## src/rtl/core/mpbc_pkg.sv

```systemverilog
// ----------------------------------------------------------------------------
// mpbc_pkg
// Shared types and constants for the molecule pair bond classifier.
// ----------------------------------------------------------------------------
package mpbc_pkg;

   localparam int BOX_BITS   = 20;
   localparam int CUT_BITS   = 44;
   localparam int CSR_IDX_W  = 3;
   localparam int N_HYD      = 2;
   localparam int N_TGT      = 4;
   localparam int N_PAIR     = N_HYD * N_TGT;

   localparam logic [CSR_IDX_W-1:0] REG_PERIODIC   = 3'd0;
   localparam logic [CSR_IDX_W-1:0] REG_BOX_X      = 3'd1;
   localparam logic [CSR_IDX_W-1:0] REG_BOX_Y      = 3'd2;
   localparam logic [CSR_IDX_W-1:0] REG_BOX_Z      = 3'd3;
   localparam logic [CSR_IDX_W-1:0] REG_BOND_CUT   = 3'd4;
   localparam logic [CSR_IDX_W-1:0] REG_STRICT_CUT = 3'd5;

   typedef enum logic [1:0] {
      CLASS_NONE   = 2'd0,
      CLASS_WEAK   = 2'd1,
      CLASS_STRONG = 2'd2
   } bond_class_type;

   typedef logic [2:0][BOX_BITS-1:0] box_set_type;

   typedef struct packed {
      logic diff;
      logic square;
      logic compare;
   } stage_en_type;

endpackage

```

## src/rtl/core/mpbc_lane.sv

```systemverilog
// ----------------------------------------------------------------------------
// mpbc_lane
// One pair distance lane: minimum image difference, squares, sum and cutoff
// compare, three register stages.
// ----------------------------------------------------------------------------
module mpbc_lane
   import mpbc_pkg::*;
#(
   parameter int COORD_BITS = 20
) (
   input  logic                    clock,
   input  stage_en_type            en,
   input  logic [3*COORD_BITS-1:0] p_one,
   input  logic [3*COORD_BITS-1:0] p_two,
   input  logic                    periodic,
   input  box_set_type             box,
   input  logic [CUT_BITS-1:0]     cutoff,
   output logic                    hit
);

   localparam int DW   = COORD_BITS + 1;
   localparam int WW   = ((COORD_BITS > BOX_BITS) ? COORD_BITS : BOX_BITS) + 3;
   localparam int SW   = 2 * COORD_BITS;
   localparam int SUMW = SW + 2;
   localparam int CW   = (SUMW > CUT_BITS) ? SUMW : CUT_BITS;

   logic signed [DW-1:0] d_in  [3];
   logic signed [DW-1:0] d_ff  [3];
   logic        [SW-1:0] sq_in [3];
   logic        [SW-1:0] sq_ff [3];
   logic [SUMW-1:0]      sum;
   logic                 hit_in;
   logic                 hit_ff;

   for (genvar ax = 0; ax < 3; ax++) begin : g_axis
      logic signed [WW-1:0]   diff;
      logic signed [WW-1:0]   two_d;
      logic signed [WW-1:0]   bx;
      logic signed [WW-1:0]   res;
      logic signed [2*DW-1:0] prod;

      always_comb begin
         diff  = signed'(WW'(p_one[ax*COORD_BITS +: COORD_BITS]))
               - signed'(WW'(p_two[ax*COORD_BITS +: COORD_BITS]));
         two_d = diff <<< 1;
         bx    = signed'(WW'(box[ax]));
         res   = diff;
         if (periodic && (two_d > bx)) begin
            res = diff - bx;
         end else if (periodic && (two_d < -bx)) begin
            res = diff + bx;
         end
         d_in[ax] = DW'(res);
      end

      always_comb begin
         prod      = d_ff[ax] * d_ff[ax];
         sq_in[ax] = prod[SW-1:0];
      end

      always_ff @(posedge clock) begin
         if (en.diff) begin
            d_ff[ax] <= d_in[ax];
         end
         if (en.square) begin
            sq_ff[ax] <= sq_in[ax];
         end
      end
   end

   always_comb begin
      sum    = SUMW'(sq_ff[0]) + SUMW'(sq_ff[1]) + SUMW'(sq_ff[2]);
      hit_in = CW'(sum) < CW'(cutoff);
   end

   always_ff @(posedge clock) begin
      if (en.compare) begin
         hit_ff <= hit_in;
      end
   end

   assign hit = hit_ff;

endmodule

```

## config.mk

```make
export PLATFORM = sky130hd
export DESIGN_NAME = mpbc_lane
export DESIGN_NICKNAME = d
export VERILOG_FILES = /design/src/rtl/core/mpbc_pkg.sv /design/src/rtl/core/mpbc_lane.sv
export SDC_FILE = /design/constraint.sdc
export NUM_CORES = 2
export LEC_CHECK = 0
export BUFFER_PORTS_ARGS = -buffer_cell sky130_fd_sc_hd__buf_2
export CAP_MARGIN = 15
export CORE_UTILIZATION = 55
export DETAILED_ROUTE_END_ITERATION = 7
export GPL_TIMING_DRIVEN = 0
export PLACE_DENSITY = 0.79
export SLEW_MARGIN = 20
export SYNTH_ARGS = -nofsm -noshare
export SYNTH_HDL_FRONTEND = slang
export SYNTH_SLANG_ARGS = --single-unit
```

## constraint.sdc

```tcl
create_clock -name clock -period 22.7 [get_ports clock]
set_input_delay 4.54 -clock clock [delete_from_list [all_inputs] [get_ports clock]]
set_output_delay 4.54 -clock clock [all_outputs]
set_load 0.01 [all_outputs]
```

==> implementation parameters <==
Parameter                              Value

Run status
  Outcome    completed

Critical path
  Worst setup path startpoint    p_two[1]
  Crit path capture    d_ff[0][12]
  CP Capture Type    flop
  Worst endpoint required time    22980 ps
  Worst setup path class    input port to flop
  R2r setup slk    13160 ps
  Cell count of the worst reg-to-reg path    22
  Worst r2r dst    sq_ff[0][36]
  Startpoint of the worst register-to-register path    d_ff[0][20]
  Nature of the critical path startpoint    input port
  Largest fanout of any net on the critical path    10
  Arrival time at the worst endpoint    10430 ps

Yosys
  Proportion of netlist area held by the largest area contributor    38.6%
  Cell type with the largest total area after synthesis    sky130_fd_sc_hd__fa_1
  Top_reg_cell synth    sky130_fd_sc_hd__edfxtp_1
  Flop and latch count out of synthesis    181
  Synth Area per Inst    9.14 um2
  Post-synthesis cell area    65200 um2
  Number of enable flip-flop cells after synthesis    181
  Post-synthesis cell type count    97
  Sequential share of the synthesized area    8.34%
  Cells taking the most area after synthesis    sky130_fd_sc_hd__fa_1 39%, sky130_fd_sc_hd__ha_1 14%, sky130_fd_sc_hd__inv_1 10%
  Number of warning messages in the yosys log    0
  Cells after synthesis    7131
  Share of synthesized flip-flops with an asynchronous set or reset    0%

Placement
  Half-perimeter wire length after detailed placement    150000 um
  Placed Instance Area    68300 um2
  RD Place Congestion    0.999
  Port Buffers    229

Timing
  Setup skew after layout    29.7 ps
  Max frequency    98.5 MHz
  Number of hold-slack violations in the final timing report    0
  Worst Max-Slew Pin Slew    1330 ps
  Unrepaired setup endpoints after global routing    false
  Worst rel slew slack    10.5%
  Count of final max-slew check failures    0
  Sum Neg Setup Slack    0 ps
  Period Utilization, post-route    44.7%
  Worst hold margin    761 ps
  Fin crit period    10150 ps
  Setup violations, final    0

Die
  Number of top-level pins    230
  Floorplan die height    346 um
  Cell row count    125
  Core outline area    117000 um2
  DIE AREA    120000 um2
  Horizontal die dimension    346 um
  Initial Util    55.8%

Clock tree
  Clock tree from TritonCTS    yes
  H-tree depth    4
  Max clock buf depth    2
  Clock transition at path regs    90 ps
  Root buffer cell    sky130_fd_sc_hd__clkbuf_16
  Post-cts repair resize count    0
  TritonCTS buffer count    17
  Hold buffers post-CTS    0
  # Post-CTS Setup Buffers    0
  Clock latency on the worst-skew pair    520 ps
  Clock Sinks    181

Route
  Sum of routed wire length over all layers    174000 um
  Mean routed wirelength per cell    19.5 um
  Total number of vias    50.5k
  Number of violations reported at the end of detailed-routing iteration 0    3940
  Number of optimization iterations in the first detailed-route pass    6
  Remaining antenna violation count after routing    0
  Mean number of vias per cell    5.66
  DRC    0

Layout
  Number of nets in the final layout    9618
  Summed area of non-filler cells in the final layout    69000 um2
  Fraction of final layout cells sized beyond drive strength 1    4.87%
  Filler Cells Inserted    10.0k
  Layout-stage area growth over the synthesis result    5.80%
  Core Util, Final    59.0%

GRT
  Maximum number of pins on one net before global-route repair    65
  Total track usage    29.6%
  Global route total overflow    0
  Number of antenna violations at the first check in global routing    9
  Global-route wire length before repair    279000 um
  Number of global-route vias before repair    53.0k

Hold path
  Launch instance of the worst min-delay path    d_ff[0][0]
  Worst Hold Class    flop to flop

Flow run
  Max-cap violations    0
cells by family (layout without fill, tap and decap cells):
family | Yosys count | after routing | share of synthesized area (%)
adder cells (fa/ha/maj) | 2007 | 2007 | 53.0
multiplexers | 28 | 28 | 0.445
buffers and inverters | 1977 | 2240 | 11.5
flip-flops | 181 | 181 | 8.34
AO/OA/AOI/OAI | 1112 | 1112 | 11.5
other | 2 | 8 | 0.0115
AND/OR/NAND/NOR | 1510 | 1510 | 11.0
XOR/XNOR | 314 | 314 | 4.22
flip-flops by register name (all words and copies together), names as in the netlist:
signal	cells
hit	1
d_ff	63
sq_ff	117
worst min path at each step:
stage | to | slack (ps) | depth (start not counted)
after detailed placement | sq_ff[0][0] | 730 | 0
after global placement | sq_ff[0][0] | 740 | 0
after global routing | sq_ff[0][0] | 770 | 0
after floorplan | sq_ff[0][80] | 480 | 0
after CTS | sq_ff[0][0] | 750 | 0
final | sq_ff[0][0] | 760 | 0
cells in the mapped netlist, types with 7 or more instances:
cell type / instances
sky130_fd_sc_hd__xnor2_1: 243
sky130_fd_sc_hd__a31o_2: 13
sky130_fd_sc_hd__buf_2: 16
sky130_fd_sc_hd__xor2_1: 71
sky130_fd_sc_hd__or3_1: 32
sky130_fd_sc_hd__o211ai_1: 36
sky130_fd_sc_hd__or2_2: 9
sky130_fd_sc_hd__o21ai_1: 10
sky130_fd_sc_hd__a211o_1: 14
sky130_fd_sc_hd__o21ai_0: 163
sky130_fd_sc_hd__buf_1: 7
sky130_fd_sc_hd__nor2_1: 326
sky130_fd_sc_hd__mux2_2: 8
sky130_fd_sc_hd__nor4_1: 16
sky130_fd_sc_hd__a221o_1: 22
sky130_fd_sc_hd__o21bai_1: 42
sky130_fd_sc_hd__a21boi_0: 8
sky130_fd_sc_hd__nor3b_1: 13
sky130_fd_sc_hd__nand4_1: 36
sky130_fd_sc_hd__a21oi_1: 319
sky130_fd_sc_hd__mux2i_1: 20
sky130_fd_sc_hd__nor3_1: 72
sky130_fd_sc_hd__a21o_1: 157
sky130_fd_sc_hd__and3_1: 31
sky130_fd_sc_hd__a221oi_1: 15
sky130_fd_sc_hd__nand2b_1: 73
sky130_fd_sc_hd__inv_1: 1799
sky130_fd_sc_hd__o221ai_1: 10
sky130_fd_sc_hd__and2_1: 209
sky130_fd_sc_hd__nand2_1: 543
sky130_fd_sc_hd__a211oi_1: 37
sky130_fd_sc_hd__nand3_1: 76
sky130_fd_sc_hd__o31a_1: 9
sky130_fd_sc_hd__a311oi_1: 7
sky130_fd_sc_hd__o22ai_1: 32
sky130_fd_sc_hd__o2bb2ai_1: 9
sky130_fd_sc_hd__a31oi_1: 23
sky130_fd_sc_hd__o21a_1: 60
sky130_fd_sc_hd__nor2b_1: 49
sky130_fd_sc_hd__edfxtp_1: 181
sky130_fd_sc_hd__ha_1: 752
sky130_fd_sc_hd__fa_1: 1255
sky130_fd_sc_hd__o31ai_1: 25
sky130_fd_sc_hd__clkbuf_1: 142
metrics by stage:
step	setup WS [ps]	instances
2_1_floorplan	13430	7132
3_3_place_gp	12190	8885
3_5_place_dp	12130	8887
4_1_cts	12700	8919
5_1_grt	12270	8923
6_report	12550	8924
area by class of cell:
cell class / instances / area, um2 / area share, %
multi-input cells: 4974 / 52300 / 75.8
diodes: 5 / 12.5 / 0.0181
clock inverters: 15 / 218 / 0.316
well taps: 1524 / 1910 / 2.77
repair buffers: 231 / 1210 / 1.75
plain buffers: 172 / 711 / 1.03
flip-flops and latches: 181 / 5440 / 7.88
inverters: 1805 / 6780 / 9.83
clock buffers: 17 / 425 / 0.617
layer usage:
metal | track usage, % | share of wire (%) | up-vias
li1 | - | - | 22900
met1 | 40.0 | 41 | 25200
met2 | 48.2 | 47 | 2045
met3 | 4.65 | 8.3 | 362
met4 | 10.4 | 3.8 | 4
met5 | 0 | 0.012 | -
worst max-delay path: stages:
cell	delay [ps]
sky130_fd_sc_hd__buf_2	100
sky130_fd_sc_hd__inv_1	80
sky130_fd_sc_hd__ha_1	230
sky130_fd_sc_hd__nor2b_1	150
sky130_fd_sc_hd__o31ai_1	540
sky130_fd_sc_hd__a211oi_2	230
sky130_fd_sc_hd__nor3_1	320
sky130_fd_sc_hd__o31ai_1	140
sky130_fd_sc_hd__xnor2_1	450
sky130_fd_sc_hd__inv_1	160
sky130_fd_sc_hd__ha_1	330
sky130_fd_sc_hd__a21oi_1	160
sky130_fd_sc_hd__o211ai_1	100
sky130_fd_sc_hd__a221o_1	380
sky130_fd_sc_hd__a2111oi_0	640
sky130_fd_sc_hd__a31oi_2	400
sky130_fd_sc_hd__nand2_1	400
sky130_fd_sc_hd__clkbuf_1	590
sky130_fd_sc_hd__nor2_1	120
sky130_fd_sc_hd__a211oi_1	350
layout by cell type, fill, tap and decap left out, types with 20 or more instances in the layout:
cell type	count
sky130_fd_sc_hd__inv_1	1799
sky130_fd_sc_hd__fa_1	1255
sky130_fd_sc_hd__ha_1	752
sky130_fd_sc_hd__nand2_1	543
sky130_fd_sc_hd__nor2_1	326
sky130_fd_sc_hd__a21oi_1	319
sky130_fd_sc_hd__xnor2_1	243
sky130_fd_sc_hd__buf_2	243
sky130_fd_sc_hd__and2_1	209
sky130_fd_sc_hd__edfxtp_1	181
sky130_fd_sc_hd__o21ai_0	162
sky130_fd_sc_hd__a21o_1	157
sky130_fd_sc_hd__clkbuf_1	142
sky130_fd_sc_hd__nand3_1	76
sky130_fd_sc_hd__nand2b_1	73
sky130_fd_sc_hd__nor3_1	72
sky130_fd_sc_hd__xor2_1	71
sky130_fd_sc_hd__o21a_1	60
sky130_fd_sc_hd__nor2b_1	49
sky130_fd_sc_hd__o21bai_1	42
sky130_fd_sc_hd__a211oi_1	37
sky130_fd_sc_hd__nand4_1	36
sky130_fd_sc_hd__o211ai_1	36
sky130_fd_sc_hd__o22ai_1	32
sky130_fd_sc_hd__or3_1	32
sky130_fd_sc_hd__and3_1	31
sky130_fd_sc_hd__o31ai_1	25
sky130_fd_sc_hd__a221o_1	22
sky130_fd_sc_hd__a31oi_1	22
sky130_fd_sc_hd__mux2i_1	20
Power is left out: the tool's default activity adds up to more than one toggle a clock period on the data nets, which glitch-free logic cannot reach.
