### src/rtl/core/mpbc_pkg.sv
// ----------------------------------------------------------------------------
// mpbc_pkg
// Shared types and constants for the molecule pair bond classifier.
// ----------------------------------------------------------------------------
package mpbc_pkg;

   localparam int BOX_BITS   = 20;
   localparam int CUT_BITS   = 44;
   localparam int CSR_IDX_W  = 3;
   localparam int N_HYD      = 2;
   localparam int N_TGT      = 4;
   localparam int N_PAIR     = N_HYD * N_TGT;

   localparam logic [CSR_IDX_W-1:0] REG_PERIODIC   = 3'd0;
   localparam logic [CSR_IDX_W-1:0] REG_BOX_X      = 3'd1;
   localparam logic [CSR_IDX_W-1:0] REG_BOX_Y      = 3'd2;
   localparam logic [CSR_IDX_W-1:0] REG_BOX_Z      = 3'd3;
   localparam logic [CSR_IDX_W-1:0] REG_BOND_CUT   = 3'd4;
   localparam logic [CSR_IDX_W-1:0] REG_STRICT_CUT = 3'd5;

   typedef enum logic [1:0] {
      CLASS_NONE   = 2'd0,
      CLASS_WEAK   = 2'd1,
      CLASS_STRONG = 2'd2
   } bond_class_type;

   typedef logic [2:0][BOX_BITS-1:0] box_set_type;

   typedef struct packed {
      logic diff;
      logic square;
      logic compare;
   } stage_en_type;

endpackage

### src/rtl/core/mpbc_merge.sv
// ----------------------------------------------------------------------------
// mpbc_merge
// Combines lane hits into the bond class and strict flag; output register.
// ----------------------------------------------------------------------------
module mpbc_merge
   import mpbc_pkg::*;
(
   input  logic              clock,
   input  logic              load,
   input  logic [N_PAIR-1:0] bond_hit,
   input  logic [N_PAIR-1:0] strict_hit,
   input  logic              same_molecule,
   output bond_class_type    bond_class,
   output logic              strict_bond
);

   logic           strong_any;
   logic           weak_any;
   bond_class_type class_in;
   bond_class_type class_ff;
   logic           strict_ff;

   // pair index is hydrogen * N_TGT + target; targets 0,1 double, 2,3 hydroxyl
   always_comb begin
      strong_any = 1'b0;
      weak_any   = 1'b0;
      for (int h = 0; h < N_HYD; h++) begin
         strong_any = strong_any | bond_hit[h*N_TGT] | bond_hit[h*N_TGT+1];
         weak_any   = weak_any | bond_hit[h*N_TGT+2] | bond_hit[h*N_TGT+3];
      end
      if (same_molecule) begin
         class_in = CLASS_NONE;
      end else if (strong_any) begin
         class_in = CLASS_STRONG;
      end else if (weak_any) begin
         class_in = CLASS_WEAK;
      end else begin
         class_in = CLASS_NONE;
      end
   end

   always_ff @(posedge clock) begin
      if (load) begin
         class_ff  <= class_in;
         strict_ff <= |(bond_hit & strict_hit);
      end
   end

   assign bond_class  = class_ff;
   assign strict_bond = strict_ff;

endmodule

### config.mk
export PLATFORM = sky130hd
export DESIGN_NAME = mpbc_merge
export DESIGN_NICKNAME = d
export VERILOG_FILES = /design/src/rtl/core/mpbc_pkg.sv /design/src/rtl/core/mpbc_merge.sv
export SDC_FILE = /design/constraint.sdc
export NUM_CORES = 1
export LEC_CHECK = 0
export BUFFER_PORTS_ARGS = -buffer_cell sky130_fd_sc_hd__buf_2
export CORE_AREA = 4 4 41 43
export DETAILED_ROUTE_END_ITERATION = 10
export DIE_AREA = 0 0 45 47
export PLACE_DENSITY = 0.45
export SETUP_SLACK_MARGIN = 0.1
export SLEW_MARGIN = 5
export SYNTH_ARGS = -nofsm -noshare
export SYNTH_HDL_FRONTEND = slang
export SYNTH_SLANG_ARGS = --single-unit
### constraint.sdc
create_clock -name clock -period 2.9 [get_ports clock]
set_clock_uncertainty 0.1 [all_clocks]
set_input_delay 0.87 -clock clock [delete_from_list [all_inputs] [get_ports clock]]
set_output_delay 0.87 -clock clock [all_outputs]
set_load 0.02 [all_outputs]
==> metrics.json, run 1 <==
{
  "critical_path": {
    "cp_max_fo": 1,
    "arrival_ns": 0.75,
    "timing.critical_path.slowest_cell_delay_ns": 0.35,
    "timing.critical_path.to_type": "output port",
    "crit_path_cell_trace": "buf_2",
    "critPathKind": "reg2out",
    "startpoint_type": "flip-flop",
    "required_ns": 1.93,
    "worst_path_cell_with_the_longest_stage_delay": "sky130_fd_sc_hd__edfxtp_1",
    "critPathBufInv": 1,
    "path_delay_family": "flip-flops",
    "critical_path_depth": 1
  },
  "global_routing": {
    "grt_antenna_before_repair": 0,
    "globalRoute.totalOverflow": 0,
    "global_route.usage.total": 0.05468,
    "grt_start_max_net_pins": 4,
    "grt_first_pass_wirelength_um": 752,
    "grt_pass1_vias": 234
  },
  "timing": {
    "fin_tns_setup_ns": 0,
    "max_freq_mhz": 581.2,
    "setup_repair_after_global_routing_missed_its_margin": "false",
    "max_slew_margin": 0.8362,
    "period_share": 0.5933,
    "postLayoutSetupSlackWorst_ns": 1.179,
    "timing.final.crit_period_ns": 1.721,
    "timing_max_transition_violations_final": 0,
    "setup_viol_count_final": 0,
    "report.final.hold_viol_count": 0,
    "worst_pin_slew_ns": 0.2434
  },
  "clocking": {
    "ctsResizeCount": 0,
    "clock_sinks": 3,
    "number_of_post_cts_setup_repair_buffers": 0,
    "htree_num_levels": 1,
    "cts_hold_repair.buffers": 0,
    "clock_path_buffers": 2,
    "cts_buf_count": 3,
    "root_buffer_cell": "sky130_fd_sc_hd__clkbuf_4",
    "cts_tree": "yes",
    "clk_pin_slew_ns": 0.04
  },
  "floorplanning": {
    "core_area_mm2": 0.001301,
    "floorplan.die.width_um": 45,
    "pin_count": 22,
    "area_of_the_die_mm2": 0.002115,
    "start_util": 0.1202,
    "std_cell_rows": 13,
    "die_h_um": 47
  },
  "logic_synthesis": {
    "ys_seq_elements": 3,
    "post_synth_instance_area_um2": 156.4,
    "post_synth.cell_area_avg_um2": 13.03,
    "yosysSeqAreaShare": 0.5760,
    "synthDistinctLibCells": 7,
    "postSynthNetCount": 31,
    "synth_cells": 12,
    "warnings_synthesis": 0
  },
  "place": {
    "dp_worst_setup_slack_ns": 1.130,
    "post-dp-hpwl_um": 445.4,
    "io_buffer_count": 21,
    "place_congestion": 0.6769
  },
  "detailed_routing": {
    "route.detailed.drc": 0,
    "wl_per_cell_um": 9.712,
    "routed_wirelength_um": 505,
    "drt_iter0_markers": 4,
    "drt_first_pass_iters": 2,
    "drt.antenna.violating_nets": 0,
    "vias": 210,
    "routed_via_density": 4.038
  },
  "min_path": {
    "worstHoldPathType": "in2reg",
    "whs_path_depth": 1
  },
  "power": {
    "cellPowerDensity_mw_per_mm2": 493.1,
    "peak_supply_drop_mv": 0.1150,
    "total_leakage_power_nw": 0.1426
  },
  "cells_and_area": {
    "insertedDiodeCount": 0,
    "final_layout_size_suffix_gt1_frac": 0.6757,
    "fillers": 154,
    "design.final.nets": 57,
    "synthToLayoutAreaGrowth_pct": 96.00
  },
  "flow_run": {
    "max_cap_violations": 0
  },
  "status": {
    "result_of_the_run": "completed"
  }
}
==> through the flow <==
step                hold WS (ns)  cells  utilization  instance area, µm²  total power (W)
finish                    0.7813     52       0.2356               306.5        0.0001512
global route              0.7763     52       0.2356               306.5        0.0001611
CTS                       0.7717     52       0.2356               306.5        0.0001561
detailed placement         1.016     48       0.2154               280.3       0.00007986
global placement           1.012     48       0.2154               280.3       0.00007981
floorplan                 0.8825     12            -               156.4       0.00006189
==> per-layer routing <==
metal / vias up / GRT usage / wire (µm)
met1: 85 / 0.05275 / 194
met3: 0 / 0.03831 / 95
li1: 103 / - / -
met4: 0 / 0.05263 / 0
met5: - / 0 / 0
met2: 22 / 0.07627 / 215
==> sequential cells by signal, indices dropped and copies added (netlist names) <==
register	count
bond_class	2
strict_bond	1
==> power breakdown <==
part / internal (W) / switching [W] / leakage [nW]
Sequential: 0.0000515 / 0.000000705 / 0.0293
Combinational: 0.0000137 / 0.0000129 / 0.0984
Clock: 0.0000515 / 0.0000208 / 0.0150
==> kinds of logic after synthesis <==
| group | count (synthesis) | synth area share |
|---|---|---|
| DFF | 3 | 0.5760 |
| AOI/OAI and AO/OA | 4 | 0.1920 |
| and+or+nand+nor | 5 | 0.2320 |
==> cell type report <==
class,count,area [µm²],share of cell area
Timing Repair Buffer,21,105.1,0.3429
Clock buffer,4,26.28,0.08571
Multi-Input combinational cell,9,66.31,0.2163
Tap cell,15,18.77,0.06122
Sequential cell,3,90.09,0.2939
==> Yosys cell counts, drive strengths merged <==
cell | n | share of area
edfxtp | 3 | 0.58
a22oi | 4 | 0.19
nand4 | 1 | 0.040
nor2 | 1 | 0.024
nor3b | 1 | 0.048
nor4 | 2 | 0.12
==> final timing paths <==
path,start,endpoint
max,bond_class[0],bond_class[0]
min,load,strict_bond
==> cells in the final DEF, fill, tap and decap left out <==
cell and instances:
sky130_fd_sc_hd__nor3b_1 1, sky130_fd_sc_hd__clkbuf_1 1, sky130_fd_sc_hd__buf_2 21, sky130_fd_sc_hd__edfxtp_1 3, sky130_fd_sc_hd__nand4_1 1, sky130_fd_sc_hd__a22oi_1 4
sky130_fd_sc_hd__clkbuf_4 3, sky130_fd_sc_hd__nor4_2 1, sky130_fd_sc_hd__nor2_1 1, sky130_fd_sc_hd__nor4_1 1
Note: power is estimated with default switching activity, not from simulation.
==> inputs of run 2 (changes only) <==
- clock period: 2.9 -> 1.8 ns (I/O delays scaled with it)
==> run 2 against run 1 <==
Net effect:
- cell area unchanged
- die area unchanged
- largest power group unchanged
- final cell count unchanged
- setup slack got worse by 0.76 ns
- clock power increased by 62%
- flip-flop and latch count unchanged
==> metrics.json, run 2 (synthesis gave the netlist of run 1 again) <==
{
  "cells_and_area": {
    "design.final.nets": {"value": 57, "change": "unchanged"},
    "insertedDiodeCount": {"value": 0, "change": "unchanged"},
    "largest_register_ffs": {"value": 2, "change": "unchanged"},
    "final_cell_mix": {"value": "sky130_fd_sc_hd__buf_2 (21), sky130_fd_sc_hd__a22oi_1 (4), sky130_fd_sc_hd__edfxtp_1 (3), sky130_fd_sc_hd__clkbuf_4 (3)", "change": "unchanged"},
    "synthToLayoutAreaGrowth": {"value": 96.00, "unit": "%", "change": "unchanged"},
    "final-instance-count-excl-fill": {"value": 52, "change": "unchanged"},
    "layout.cells.most_common": {"value": "sky130_fd_sc_hd__buf_2", "change": "unchanged"},
    "final_layout_size_suffix_gt1_frac": {"value": 0.6757, "change": "unchanged"}
  },
  "floorplanning": {
    "start_util": {"value": 0.1202, "change": "unchanged"},
    "floorplan.die.width": {"value": 45, "unit": "µm", "change": "unchanged"},
    "core_area": {"value": 0.001301, "unit": "mm²", "change": "unchanged"},
    "die_h": {"value": 47, "unit": "µm", "change": "unchanged"},
    "std_cell_rows": {"value": 13, "change": "unchanged"},
    "area_of_the_die": {"value": 0.002115, "unit": "mm²", "change": "unchanged"},
    "pin_count": {"value": 22, "change": "unchanged"}
  },
  "critical_path": {
    "cp_max_fo": {"value": 1, "change": "unchanged"},
    "critPathBufInv": {"value": 1, "change": "unchanged"},
    "required": {"value": 1.16, "unit": "ns", "change": "was 1.93 ns"},
    "critPathCapture": {"value": "bond_class[0]", "change": "unchanged"},
    "path_delay_family": {"value": "flip-flops", "change": "unchanged"},
    "timing.critical_path.to_type": {"value": "output port", "change": "unchanged"},
    "critPathKind": {"value": "reg2out", "change": "unchanged"},
    "arrival": {"value": 0.74, "unit": "ns", "change": "was 0.75 ns"},
    "startpoint_type": {"value": "flip-flop", "change": "unchanged"},
    "timing.critical_path.slowest_cell_delay": {"value": 0.35, "unit": "ns", "change": "about the same"},
    "critPathLaunch": {"value": "bond_class[0]", "change": "unchanged"},
    "crit_path_cell_trace": {"value": "buf_2", "change": "unchanged"},
    "worst_path_cell_with_the_longest_stage_delay": {"value": "sky130_fd_sc_hd__edfxtp_1", "change": "unchanged"},
    "critical_path_depth": {"value": 1, "change": "unchanged"}
  },
  "power": {
    "clockPowerShare": {"value": 0.478, "change": "about the same"},
    "cellPowerDensity": {"value": 794.7, "unit": "mW/mm²", "change": "was 493.1 mW/mm²"},
    "sw_share": {"value": 0.2276, "change": "was 0.2275"},
    "report.power.total": {"value": 0.0002436, "unit": "W", "change": "was 0.0001512 W"},
    "p_switching": {"value": 0.00005544, "unit": "W", "change": "was 0.00003439 W"},
    "cell_internal_pwr": {"value": 0.0001882, "unit": "W", "change": "was 0.0001168 W"},
    "peak_supply_drop": {"value": 0.1754, "unit": "mV", "change": "was 0.1150 mV"},
    "power.sequential.fraction": {"value": 0.345, "change": "was 0.346"},
    "total_leakage_power": {"value": 0.1426, "unit": "nW", "change": "unchanged"},
    "power_frac_comb": {"value": 0.176, "change": "about the same"}
  },
  "timing": {
    "max_freq_mhz": 722.5,
    "timing.final.crit_period_ns": 1.384,
    "setup_repair_after_global_routing_missed_its_margin": {"value": "false", "change": "unchanged"},
    "report.final.hold_viol_count": {"value": 0, "change": "unchanged"},
    "worst_pin_slew": {"value": 0.2639, "unit": "ns", "change": "was 0.2434 ns"},
    "fin_tns_setup": {"value": 0, "unit": "ns", "change": "unchanged"},
    "period_share": 0.7689,
    "max_slew_margin": {"value": 0.8224, "change": "was 0.8362"},
    "setup_viol_count_final": {"value": 0, "change": "unchanged"},
    "timing_max_transition_violations_final": {"value": 0, "change": "unchanged"},
    "hold-worst-slack": {"value": 0.4499, "unit": "ns", "change": "was 0.7813 ns"}
  },
  "detailed_routing": {
    "vias": {"value": 213, "change": "was 210"},
    "drt_first_pass_iters": {"value": 2, "change": "unchanged"},
    "routed_wirelength": {"value": 510, "unit": "µm", "change": "was 505 µm"},
    "route.detailed.drc": {"value": 0, "change": "unchanged"},
    "drt.antenna.violating_nets": {"value": 0, "change": "unchanged"},
    "routed_via_density": {"value": 4.096, "change": "was 4.038"},
    "wl_per_cell": {"value": 9.808, "unit": "µm", "change": "was 9.712 µm"},
    "drt_iter0_markers": {"value": 6, "change": "was 4"}
  },
  "clocking": {
    "cts_buf_count": {"value": 3, "change": "unchanged"},
    "clk_pin_slew": {"value": 0.04, "unit": "ns", "change": "about the same"},
    "cts_hold_repair.buffers": {"value": 0, "change": "unchanged"},
    "ctsResizeCount": {"value": 0, "change": "unchanged"},
    "root_buffer_cell": {"value": "sky130_fd_sc_hd__clkbuf_4", "change": "unchanged"},
    "htree_num_levels": {"value": 1, "change": "unchanged"},
    "cts_tree": {"value": "yes", "change": "unchanged"},
    "number_of_post_cts_setup_repair_buffers": {"value": 0, "change": "unchanged"},
    "clock_sinks": {"value": 3, "change": "unchanged"},
    "clock_path_buffers": {"value": 2, "change": "unchanged"}
  },
  "global_routing": {
    "grt_antenna_before_repair": {"value": 0, "change": "unchanged"},
    "grt_first_pass_wirelength": {"value": 779, "unit": "µm", "change": "was 752 µm"},
    "globalRoute.totalOverflow": {"value": 0, "change": "unchanged"},
    "grt_pass1_vias": {"value": 223, "change": "was 234"},
    "grt_start_max_net_pins": {"value": 4, "change": "unchanged"},
    "global_route.usage.total": {"value": 0.05626, "change": "was 0.05468"}
  },
  "place": {
    "placedCellCount": {"value": 48, "change": "unchanged"},
    "place_congestion": {"value": 0.6766, "change": "was 0.6769"},
    "io_buffer_count": {"value": 21, "change": "unchanged"}
  },
  "flow_run": {
    "max_cap_violations": {"value": 0, "change": "unchanged"}
  },
  "min_path": {
    "worstHoldPathType": {"value": "in2reg", "change": "unchanged"}
  },
  "status": {
    "result_of_the_run": {"value": "completed", "change": "unchanged"}
  }
}
==> run 2: cell counts in the layout (fill, tap and decap cells not counted) <==
Identical to the previous run, type by type.
==> run 2: how the worst min path moves through the flow <==
stage	endpoint	cells past startpoint	from	slack, ns
floorplan	bond_class[0]	0	load	0.55
global placement	bond_class[0]	1	load	0.68
detailed placement	strict_bond	1	load	0.69
CTS	strict_bond	1	load	0.44
global route	bond_class[1]	1	load	0.45
finish	strict_bond	1	load	0.45
==> run 2: layout make-up <==
cell class	count	area, µm²
fill	154	994.7
timing repair buffer	21	105.1
sequential	3	90.09
multi-input combinational	9	66.31
clock buffer	4	26.28
tap	15	18.77
==> run 2: power groups by stage <==
stage	combinational, W	sequential [W]	clock [W]
finish	0.0000430	0.0000841	0.000117
global route	0.0000475	0.0000845	0.000128
CTS	0.0000436	0.0000842	0.000124
detailed placement	0.0000436	0.0000853	0
global placement	0.0000435	0.0000851	0
floorplan	0.00000735	0.0000924	0
==> run 2: per-stage QoR <==
step	area, µm²	setup slack [ns]	util
3_5_place_dp	280.3	0.3786	0.2154
2_1_floorplan	156.4	0.5580	-
5_1_grt	306.5	0.3826	0.2356
3_3_place_gp	280.3	0.3616	0.2154
4_1_cts	306.5	0.3997	0.2356
6_report	306.5	0.4160	0.2356
==> run 2: layer usage <==
metal,global-route usage,wire length [µm]
met4,0.05263,0
met2,0.06780,210
met5,0,0
met3,0.04598,134
met1,0.05963,165
==> inputs of run 3 (changes only) <==
- clock period: 1.8 -> 1.38 ns (I/O delays scaled with it)
==> run 3 against run 2 <==
Net effect:
- wire length fell by 0.78%
- flip-flop and latch count did not move
- first-iteration DRC count unchanged
- critical path depth is the same
- critical path type unchanged
- die area stayed put
- cell area grew 6.1%
- sequential share of layout area fell by 1.7 points
- hold slack got worse by 0.13 ns
- total power rose by 34%
- critical endpoint unchanged
==> metrics.json, run 3 (synthesis gave the netlist of run 1 again) <==
{
  "critical_path": {
    "critPathBufInv": {"value": 1, "change": "unchanged"},
    "timing.critical_path.to_type": {"value": "output port", "change": "unchanged"},
    "startpoint_type": {"value": "flip-flop", "change": "unchanged"},
    "critPathKind": {"value": "reg2out", "change": "unchanged"},
    "path_delay_family": {"value": "flip-flops", "change": "unchanged"},
    "required": {"value": 0.87, "unit": "ns", "change": "was 1.16 ns"},
    "worst_path_cell_with_the_longest_stage_delay": {"value": "sky130_fd_sc_hd__edfxtp_1", "change": "unchanged"},
    "cp_max_fo": {"value": 1, "change": "unchanged"},
    "timing.critical_path.slowest_cell_delay": {"value": 0.37, "unit": "ns", "change": "was 0.35 ns"},
    "crit_path_cell_trace": {"value": "buf_6", "change": "was buf_2"},
    "arrival": {"value": 0.75, "unit": "ns", "change": "was 0.74 ns"}
  },
  "power": {
    "total_leakage_power": {"value": 0.1490, "unit": "nW", "change": "was 0.1426 nW"},
    "p_switching": {"value": 0.00007373, "unit": "W", "change": "was 0.00005544 W"},
    "clockPowerShare": {"value": 0.465, "change": "was 0.478"},
    "power_frac_comb": {"value": 0.194, "change": "was 0.176"},
    "cellPowerDensity": {"value": 1005, "unit": "mW/mm²", "change": "was 794.7 mW/mm²"},
    "cell_internal_pwr": {"value": 0.0002531, "unit": "W", "change": "was 0.0001882 W"},
    "report.power.total": {"value": 0.0003269, "unit": "W", "change": "was 0.0002436 W"},
    "sw_share": {"value": 0.2256, "change": "was 0.2276"},
    "peak_supply_drop": {"value": 0.2393, "unit": "mV", "change": "was 0.1754 mV"},
    "power.sequential.fraction": {"value": 0.341, "change": "was 0.345"}
  },
  "timing": {
    "setup_repair_after_global_routing_missed_its_margin": {"value": "true", "change": "was false"},
    "timing.final.crit_period_ns": 1.261,
    "max_freq_mhz": 792.9,
    "fin_tns_setup": {"value": 0, "unit": "ns", "change": "unchanged"},
    "setup_viol_count_final": {"value": 0, "change": "unchanged"},
    "period_share": 0.9139,
    "report.final.hold_viol_count": {"value": 0, "change": "unchanged"},
    "timing_max_transition_violations_final": {"value": 0, "change": "unchanged"},
    "worst_pin_slew": {"value": 0.2639, "unit": "ns", "change": "about the same"},
    "max_slew_margin": {"value": 0.8224, "change": "unchanged"}
  },
  "global_routing": {
    "grt_start_max_net_pins": {"value": 4, "change": "unchanged"},
    "grt_first_pass_wirelength": {"value": 779, "unit": "µm", "change": "unchanged"},
    "globalRoute.totalOverflow": {"value": 0, "change": "unchanged"},
    "grt_antenna_before_repair": {"value": 0, "change": "unchanged"},
    "grt_pass1_vias": {"value": 223, "change": "unchanged"},
    "global_route.usage.total": {"value": 0.05626, "change": "unchanged"}
  },
  "clocking": {
    "htree_num_levels": {"value": 1, "change": "unchanged"},
    "clock_path_buffers": {"value": 2, "change": "unchanged"},
    "clk_pin_slew": {"value": 0.04, "unit": "ns", "change": "about the same"},
    "number_of_post_cts_setup_repair_buffers": {"value": 0, "change": "unchanged"},
    "clock_sinks": {"value": 3, "change": "unchanged"},
    "root_buffer_cell": {"value": "sky130_fd_sc_hd__clkbuf_4", "change": "unchanged"},
    "cts_hold_repair.buffers": {"value": 0, "change": "unchanged"},
    "cts_buf_count": {"value": 3, "change": "unchanged"},
    "cts_tree": {"value": "yes", "change": "unchanged"}
  },
  "detailed_routing": {
    "routed_via_density": {"value": 4.096, "change": "unchanged"},
    "drt.antenna.violating_nets": {"value": 0, "change": "unchanged"},
    "vias": {"value": 213, "change": "unchanged"},
    "route.detailed.drc": {"value": 0, "change": "unchanged"},
    "routed_wirelength": {"value": 506, "unit": "µm", "change": "was 510 µm"},
    "wl_per_cell": {"value": 9.731, "unit": "µm", "change": "was 9.808 µm"},
    "drt_iter0_markers": {"value": 6, "change": "unchanged"},
    "drt_first_pass_iters": {"value": 2, "change": "unchanged"}
  },
  "floorplanning": {
    "pin_count": {"value": 22, "change": "unchanged"},
    "core_area": {"value": 0.001301, "unit": "mm²", "change": "unchanged"},
    "std_cell_rows": {"value": 13, "change": "unchanged"},
    "floorplan.die.width": {"value": 45, "unit": "µm", "change": "unchanged"},
    "area_of_the_die": {"value": 0.002115, "unit": "mm²", "change": "unchanged"},
    "start_util": {"value": 0.1202, "change": "unchanged"},
    "die_h": {"value": 47, "unit": "µm", "change": "unchanged"}
  },
  "cells_and_area": {
    "final_cell_mix": {"value": "sky130_fd_sc_hd__buf_2 (18), sky130_fd_sc_hd__a22oi_1 (4), sky130_fd_sc_hd__edfxtp_1 (3), sky130_fd_sc_hd__clkbuf_4 (3), sky130_fd_sc_hd__buf_6 (3)", "change": "was sky130_fd_sc_hd__buf_2 (21), sky130_fd_sc_hd__a22oi_1 (4), sky130_fd_sc_hd__edfxtp_1 (3), sky130_fd_sc_hd__clkbuf_4 (3)"},
    "synthToLayoutAreaGrowth": {"value": 108.0, "unit": "%", "change": "was 96.00%"},
    "design.final.nets": {"value": 57, "change": "unchanged"},
    "final_layout_size_suffix_gt1_frac": {"value": 0.6757, "change": "unchanged"},
    "insertedDiodeCount": {"value": 0, "change": "unchanged"},
    "utilization": {"value": 0.2500, "change": "was 0.2356"},
    "largest_register_ffs": {"value": 2, "change": "unchanged"},
    "layout.cells.most_common": {"value": "sky130_fd_sc_hd__buf_2", "change": "unchanged"},
    "post-route-cell-area": {"value": 325.3, "unit": "µm²", "change": "was 306.5 µm²"}
  },
  "min_path": {
    "worstHoldPathType": {"value": "in2reg", "change": "unchanged"}
  },
  "status": {
    "result_of_the_run": {"value": "completed", "change": "unchanged"}
  },
  "place": {
    "detailed_place.area": {"value": 280.3, "unit": "µm²", "change": "unchanged"},
    "place_congestion": {"value": 0.6767, "change": "was 0.6766"},
    "io_buffer_count": {"value": 21, "change": "unchanged"}
  },
  "flow_run": {
    "max_cap_violations": {"value": 0, "change": "unchanged"}
  }
}
## run 3: cell counts in the layout (fill, tap and decap cells not counted)
Identical to the previous run, type by type.
## run 3: stage by stage
stage,hold WS (ns),std cells,setup WS (ns)
floorplan,0.4265,12,0.2640
global placement,0.5560,48,0.06758
detailed placement,0.5600,48,0.08464
CTS,0.3157,52,0.1057
global route,0.3203,52,0.09234
finish,0.3237,52,0.1189
## run 3: power groups by stage
stage                     Clock [W]  Combinational [W]  Sequential (W)
after detailed placement          0          0.0000568        0.000111
after global placement            0          0.0000567        0.000111
after CTS                  0.000161          0.0000568        0.000110
after floorplan                   0         0.00000959        0.000120
final                      0.000152          0.0000633        0.000112
after global routing       0.000167          0.0000687        0.000112
## run 3: final cells by class
class	count	area [µm²]
Clock buffer	4	26.28
Multi-Input combinational cell	9	66.31
Sequential cell	3	90.09
Fill cell	149	975.9
Timing Repair Buffer	21	123.9
Tap cell	15	18.77
## run 3: metal layers
layer | track usage | part of all wire | vias to the layer above
met5 | 0 | 0 | -
met3 | 0.04598 | 0.25 | 0
met1 | 0.05963 | 0.33 | 88
li1 | - | - | 103
met2 | 0.06780 | 0.41 | 22
met4 | 0.05263 | 0 | 0
## run 3: repair_timing
item / 4_1_cts / 5_1_grt
setup endpoints to repair: 0 / 3
resized for setup: 0 / 6
endpoints found under the hold margin: 0 / 0
## run 3: worst paths after layout
path / start / endpoint / slack (ns) / cells after the start
max: bond_class[0] / bond_class[0] / 0.12 / 1
min: load / strict_bond / 0.32 / 1
